## config.mk

```make
export PLATFORM = sky130hd
export DESIGN_NAME = togw_match_unit
export DESIGN_NICKNAME = d
export VERILOG_FILES = /design/src/hdl/throttled_order_gateway_unit_assert.svh /design/src/hdl/togw_match_unit.sv
export SDC_FILE = /design/constraint.sdc
export NUM_CORES = 1
export LEC_CHECK = 0
export BUFFER_PORTS_ARGS = -buffer_cell sky130_fd_sc_hd__buf_2
export CAP_MARGIN = 20
export CORE_AREA = 2 2 105 107
export DETAILED_ROUTE_END_ITERATION = 12
export DIE_AREA = 0 0 107 109
export GPL_TIMING_DRIVEN = 0
export PLACE_DENSITY = 0.75
export SLEW_MARGIN = 40
export SYNTH_ARGS = -nofsm -noshare
export SYNTH_HDL_FRONTEND = slang
export SYNTH_SLANG_ARGS = --single-unit
```

## constraint.sdc

```tcl
create_clock -name vclk -period 2.44
set_input_delay 0.122 -clock vclk [all_inputs]
set_output_delay 0.122 -clock vclk [all_outputs]
set_load 0.05 [all_outputs]
```

## src/hdl/throttled_order_gateway_unit_assert.svh

```systemverilog
// Assertion macros for the throttled order gateway.
// Included by the top level; depends on nets named clock and reset in scope.
`ifndef THROTTLED_ORDER_GATEWAY_UNIT_ASSERT_SVH
`define THROTTLED_ORDER_GATEWAY_UNIT_ASSERT_SVH
`ifndef SYNTHESIS
`define TOGW_ASSERT(lbl, expr) \
   lbl: assert property (@(posedge clock) disable iff (reset) (expr)) \
      else $error("togw check failed");
`define TOGW_ASSERT_NEXT(lbl, cause, effect) \
   lbl: assert property (@(posedge clock) disable iff (reset) (cause) |=> (effect)) \
      else $error("togw sequence check failed");
`else
`define TOGW_ASSERT(lbl, expr)
`define TOGW_ASSERT_NEXT(lbl, cause, effect)
`endif
`endif

```

## src/hdl/togw_match_unit.sv

```systemverilog
// Shared compare unit: id match and saturating latency subtract.
// Depends on nothing but its ports.
`default_nettype none
module togw_match_unit (
   input  wire logic [63:0] key_id,
   input  wire logic [63:0] cand_id,
   input  wire logic [47:0] now_us,
   input  wire logic [47:0] sent_us,
   output logic             hit,
   output logic [47:0]      lat_us
);
   assign hit    = (key_id == cand_id);
   // clamp to zero when the response predates the send
   assign lat_us = (now_us >= sent_us) ? (now_us - sent_us) : 48'd0;
endmodule
`default_nettype wire

```

==> flow_summary.ini, run 1 <==
[global_routing]
grt_max_degree = 11
grt_most_used_layer = met2
grt_first_pass_wirelength_um = 24830
track_usage_pct = 26.86
gr-total-overflow = 0
use_met2_pct = 55.55
grt_pass1_vias = 5114
met3_usage_pct = 1.973
antenna_found_initial = 6
met1_usage_pct = 28.92

[flow_run]
cap_viol_max_count = 0

[floorplanning]
start_util_pct = 36.67
fp.dieH_um = 109
die_area_mm2 = 0.01166
num_io_pins = 273
num_rows = 38
die_width_um = 107
core_area_mm2 = 0.01060

[setup_path]
cp-startpoint = now_us[0]
cp_slowest_stage_delay_ns = 0.38
crit_arrival_ns = 2.73
startpoint_type = primary input
crit_buf_inv = 4
crit_fanout = 3
cpLargestDelayFamily = compound AO/OA/AOI/OAI gates
required_ns = 2.32
cpMaxStageDelayCell = a211oi_4
crit_type = in -> out
crit_chain = buf_8 -> inv_12 -> ha_4 -> inv_2 -> fa_2 -> a21o_1 -> a221oi_4 -> o21ai_2 -> a211oi_4 -> o31ai_4 -> a21oi_4 -> o311ai_2 -> xnor2_1 -> nor2_4 -> buf_6
cp-end-kind = output port

[routing]
vias = 5419
wl_um = 17070
wl_per_cell_um = 16.54
initialDrtViolationCount = 213
via_per_inst = 5.251
ant_nets = 0
dr.pass1.iters = 5
drc_errors = 0

[timing]
slew_viol_final = 0
hold_violations = 0
final.min_clock_period_ns = 2.854
max_slew_margin_pct = 64.34
worstMarginPinSlew_ns = 0.5300
period_share_pct = 117.0
setup_slack_ns = -0.4143
rsz0062_at_grt = true
finalSetupViolCount = 48
timing.fmax_mhz = 350.4
finalSetupTns_ns = -16.26

[power_and_ir_drop]
peakVddDrop_v = 0.0002270
leakagePower_nw = 3.367
p_per_area_mw_per_mm2 = 346.1
fin_total_pwr_mw = 2.352

[placement]
io_buffers = 273
place_hpwl_um = 14060
gp_congestion = 0.8871

[synthesis]
avgSynthCellArea_um2 = 6.534
ys_types = 56
seq_area_frac_synth_pct = 0
yosysWarnings = 0
syn_area_mm2 = 0.003887
syn_nets = 868
synth_cells = 595

[cells_and_area]
final_nets = 1162
clkbuf_count = 0
num-fill-cells = 919
regArea_um2 = 0
drive_above_1_share_pct = 46.90
seq_cells = 0
syn_to_final_growth_pct = 74.80

[min_path]
holdCritStartpoint = sent_us[0]
hold_class = in -> out

[status]
outcome = complete, but fails checks
violations = negative setup slack
-- where the power goes --
| group | internal [mW] | switching (mW) |
|---|---|---|
| Sequential | 0 | 0 |
| Combinational | 0.995 | 1.36 |
| Clock | 0.000000274 | 0 |
| Total | 0.995 | 1.36 |
-- layer usage --
| metal | share of wire, % | wire [um] | vias to the layer above |
|---|---|---|---|
| li1 | - | - | 2666 |
| met1 | 36 | 6153 | 2447 |
| met2 | 55 | 9422 | 268 |
| met3 | 5.8 | 982 | 38 |
| met4 | 3.0 | 512 | 0 |
| met5 | 0 | 0 | - |
-- worst paths after layout --
path                          to  slack, ns  cells after the start
worst max-delay path  lat_us[46]      -0.41                     15
worst min-delay path   lat_us[0]       0.68                      4
-- cells in the mapped netlist (4+ instances only) --
master	n	area, um2
a211oi_1	4	30.03
xor2_1	81	709.4
or3_1	4	25.02
nor4_1	19	118.9
nand2_1	44	165.2
a21boi_0	4	30.03
xnor2_1	26	227.7
o21a_1	7	52.55
ha_1	48	600.6
a31oi_1	6	37.54
nand4_1	19	118.9
clkbuf_1	7	26.28
o21ai_0	29	145.1
nand3_1	8	40.04
o21bai_1	5	37.54
nor2_1	61	229.0
a21oi_1	58	290.3
nor2b_1	10	62.56
and2_1	4	25.02
buf_4	6	45.04
a21o_1	19	142.6
inv_1	65	244.0
nor3_1	8	40.04
buf_2	8	40.04
-- area by class of cell --
class	count	area (um2)	share of cell area [%]
Antenna cell	5	12.51	0.1841
Buffer	17	177.7	2.615
Inverter	65	256.5	3.775
Multi-Input combinational cell	508	4174	61.43
Tap cell	140	175.2	2.578
Timing Repair Buffer	297	1999	29.42
-- what timing repair did --
| action | 4_1_cts | 5_1_grt |
|---|---|---|
| gates cloned | 1 | 3 |
| buffers inserted | 18 | 4 |
| resized for setup | 119 | 56 |
| hold buffers | 0 | 0 |
| endpoints found under the setup margin | 48 | 48 |
| pin swaps | 17 | 23 |
-- metrics by stage --
stage          setup slack (ns)  util [%]  hold slack, ns  area (um2)  std cells
6_report                -0.4143     64.09          0.6797        6795       1032
5_1_grt                 -0.5403     64.09          0.6844        6795       1032
4_1_cts                 -0.4162     61.66          0.6858        6538       1023
3_5_place_dp            -0.8157     55.98          0.7427        5936       1008
3_3_place_gp            -0.7887     55.98          0.7363        5936       1008
2_1_floorplan           -0.2313         -          0.4395        4394        595
-- kinds of logic after synthesis --
| kind of cell | count (synthesis) | share of synthesized area (%) |
|---|---|---|
| buf+inv | 87 | 9.269 |
| fa+ha+maj | 49 | 15.96 |
| xor+xnor | 107 | 24.11 |
| simple gates | 192 | 24.07 |
| compound gates | 159 | 26.30 |
| mux | 1 | 0.2896 |
-- placed cells by master, fill, tap and decap left out, types with 4 or more instances in the layout --
| master | netlist | routed |
|---|---|---|
| ha_2 | 0 | 8 |
| buf_4 | 6 | 22 |
| inv_1 | 65 | 63 |
| nand2_1 | 44 | 40 |
| nor4_1 | 19 | 17 |
| o21a_1 | 7 | 7 |
| nand2_2 | 0 | 4 |
| nand4_1 | 19 | 19 |
| nand3_1 | 8 | 8 |
| buf_6 | 0 | 37 |
| a21o_1 | 19 | 19 |
| buf_12 | 0 | 5 |
| nor2_1 | 61 | 18 |
| a21boi_0 | 4 | 4 |
| nor2b_1 | 10 | 6 |
| buf_2 | 8 | 227 |
| a21oi_2 | 1 | 5 |
| o21bai_1 | 5 | 5 |
| diode_2 | 0 | 5 |
| and2_1 | 4 | 4 |
| xor2_1 | 81 | 80 |
| xnor2_1 | 26 | 23 |
| a21oi_1 | 58 | 53 |
| o21ai_0 | 29 | 25 |
| ha_1 | 48 | 38 |
| nor2_4 | 0 | 42 |
| buf_8 | 0 | 14 |
| a31oi_1 | 6 | 4 |
| nor3_1 | 8 | 5 |
| o21ai_1 | 3 | 4 |
Power figures use the tool's default switching activity.
==> run 2, diff against run 1 <==
--- a/config.mk
+++ b/config.mk
@@ -7,11 +7,12 @@
 export LEC_CHECK = 0
 export BUFFER_PORTS_ARGS = -buffer_cell sky130_fd_sc_hd__buf_2
 export CAP_MARGIN = 20
-export CORE_AREA = 2 2 105 107
+export CELL_PAD_IN_SITES_DETAIL_PLACEMENT = 1
+export CELL_PAD_IN_SITES_GLOBAL_PLACEMENT = 2
+export CORE_UTILIZATION = 18
 export DETAILED_ROUTE_END_ITERATION = 12
-export DIE_AREA = 0 0 107 109
 export GPL_TIMING_DRIVEN = 0
-export PLACE_DENSITY = 0.75
+export PLACE_DENSITY = 0.77
 export SLEW_MARGIN = 40
 export SYNTH_ARGS = -nofsm -noshare
 export SYNTH_HDL_FRONTEND = slang
==> flow_summary.ini, run 2 (synthesis results as in run 1) <==
[routing]
initialDrtViolationCount = 123
vias = 5333
via_per_inst = 4.546
wl_um = 19350
ant_nets = 0
dr.pass1.iters = 4
wl_per_cell_um = 16.50
drc_errors = 0

[placement]
place_hpwl_um = 16600
preCtsSetupSlack_ns = -0.9204
gp_congestion = 0.8206
place_area_mm2 = 0.006105
io_buffers = 273

[timing]
setup_slack_ns = -0.4396
finalSetupTns_ns = -16.50
timing.fmax_mhz = 347.3
rsz0062_at_grt = true
final.min_clock_period_ns = 2.880
period_share_pct = 118.0
worstMarginPinSlew_ns = 0.4887
slew_viol_final = 0
finalSetupViolCount = 48
hold_violations = 0
max_slew_margin_pct = 67.12

[min_path]
hold_class = in -> out
min_path_cells = 4
holdPathEnd = lat_us[0]
holdCritStartpoint = sent_us[0]

[setup_path]
startpoint_type = primary input
cp-end-kind = output port
crit_type = in -> out
crit_fanout = 3
crit_arrival_ns = 2.76
required_ns = 2.32

[floorplanning]
num_io_pins = 273
die_area_mm2 = 0.02219
die_width_um = 149.0
fp.dieH_um = 149.0
start_util_pct = 18.43
core_area_mm2 = 0.02109
num_rows = 53

[global_routing]
use_met2_pct = 34.58
gr-total-overflow = 0
track_usage_pct = 16.44
grt_most_used_layer = met2
grt_first_pass_wirelength_um = 28740
met3_usage_pct = 1.284
grt_max_degree = 11
met1_usage_pct = 17.73
antenna_found_initial = 5
grt_pass1_vias = 5633

[cells_and_area]
seq_cells = 0
layout_common_cells = 220 x buf_2, 80 x xor2_1, 60 x inv_1, 50 x a21oi_1, 46 x buf_6
drive_above_1_share_pct = 49.89
final_common_cell = buf_2
syn_to_final_growth_pct = 87.67
fin_area_mm2 = 0.007296
regArea_um2 = 0
clkbuf_count = 0
final_nets = 1171

[power_and_ir_drop]
intPower_mw = 1.065
power.switching_mw = 1.416
pwr-share-seq_pct = 0
fin_total_pwr_mw = 2.481
p_clk_share_pct = 0
peakVddDrop_v = 0.00009969
p_comb_share_pct = 100.0
p_per_area_mw_per_mm2 = 340.1
leakagePower_nw = 3.441
netSwitchingFraction_pct = 57.08

[clock_network]
ctsHoldBuffers = 0

[status]
violations = negative setup slack
outcome = complete, but fails checks

[flow_run]
cap_viol_max_count = 0
run 2: area by class of cell:
class	count	area (um2)
Antenna cell	2	5.005
Inverter	65	259.0
Tap cell	275	344.1
Multi-Input combinational cell	508	4394
Fill cell	2629	13790
Buffer	15	181.4
Timing Repair Buffer	308	2112
run 2: stage by stage:
stage / std cells / hold slack [ns] / utilization [%]
after global routing: 1173 / 0.6863 / 34.60
after global placement: 1143 / 0.7387 / 28.95
final: 1173 / 0.6782 / 34.60
after floorplan: 595 / 0.4395 / -
after detailed placement: 1143 / 0.7398 / 28.95
after CTS: 1163 / 0.6833 / 32.95
run 2: repair_timing:
item	CTS	global route
gates resized for setup	167	62
pin swaps	30	27
buffers inserted	23	11
cloned	2	2
endpoints found under the hold margin	0	0
setup endpoints to repair	48	48
run 2: worst max-delay path by stage:
stage / start / end / slack [ns] / cells after the start
floorplan: now_us[0] / lat_us[46] / -0.23 / 13
global placement: now_us[0] / lat_us[46] / -0.93 / 15
detailed placement: now_us[0] / lat_us[46] / -0.92 / 15
CTS: now_us[0] / lat_us[40] / -0.45 / 17
global route: now_us[0] / lat_us[37] / -0.56 / 16
finish: now_us[0] / lat_us[46] / -0.44 / 15
run 2: critical path, cell delays in order:
cell and delay [ns]:
buf_8 0.11, inv_12 0.04, ha_4 0.12, inv_2 0.03, fa_2 0.33, a21o_1 0.20, a221oi_4 0.33, o21ai_4 0.12
a211oi_4 0.37, o31ai_4 0.14, a21oi_4 0.24, o311ai_2 0.15, xnor2_2 0.17, nor2_4 0.13, buf_8 0.15
run 2: layer usage:
metal / vias up / part of all wire [%]
met5: - / 0
met2: 191 / 56
li1: 2680 / -
met3: 16 / 4.6
met1: 2446 / 38
met4: 0 / 1.4
run 2: power groups by stage:
stage / Clock, mW / Sequential (mW) / Combinational (mW)
after global placement: 0 / 0 / 2.01
after global routing: 0.000000110 / 0 / 2.66
after CTS: 0 / 0 / 2.39
after detailed placement: 0 / 0 / 2.01
final: 0.000000110 / 0 / 2.48
after floorplan: 0 / 0 / 1.45
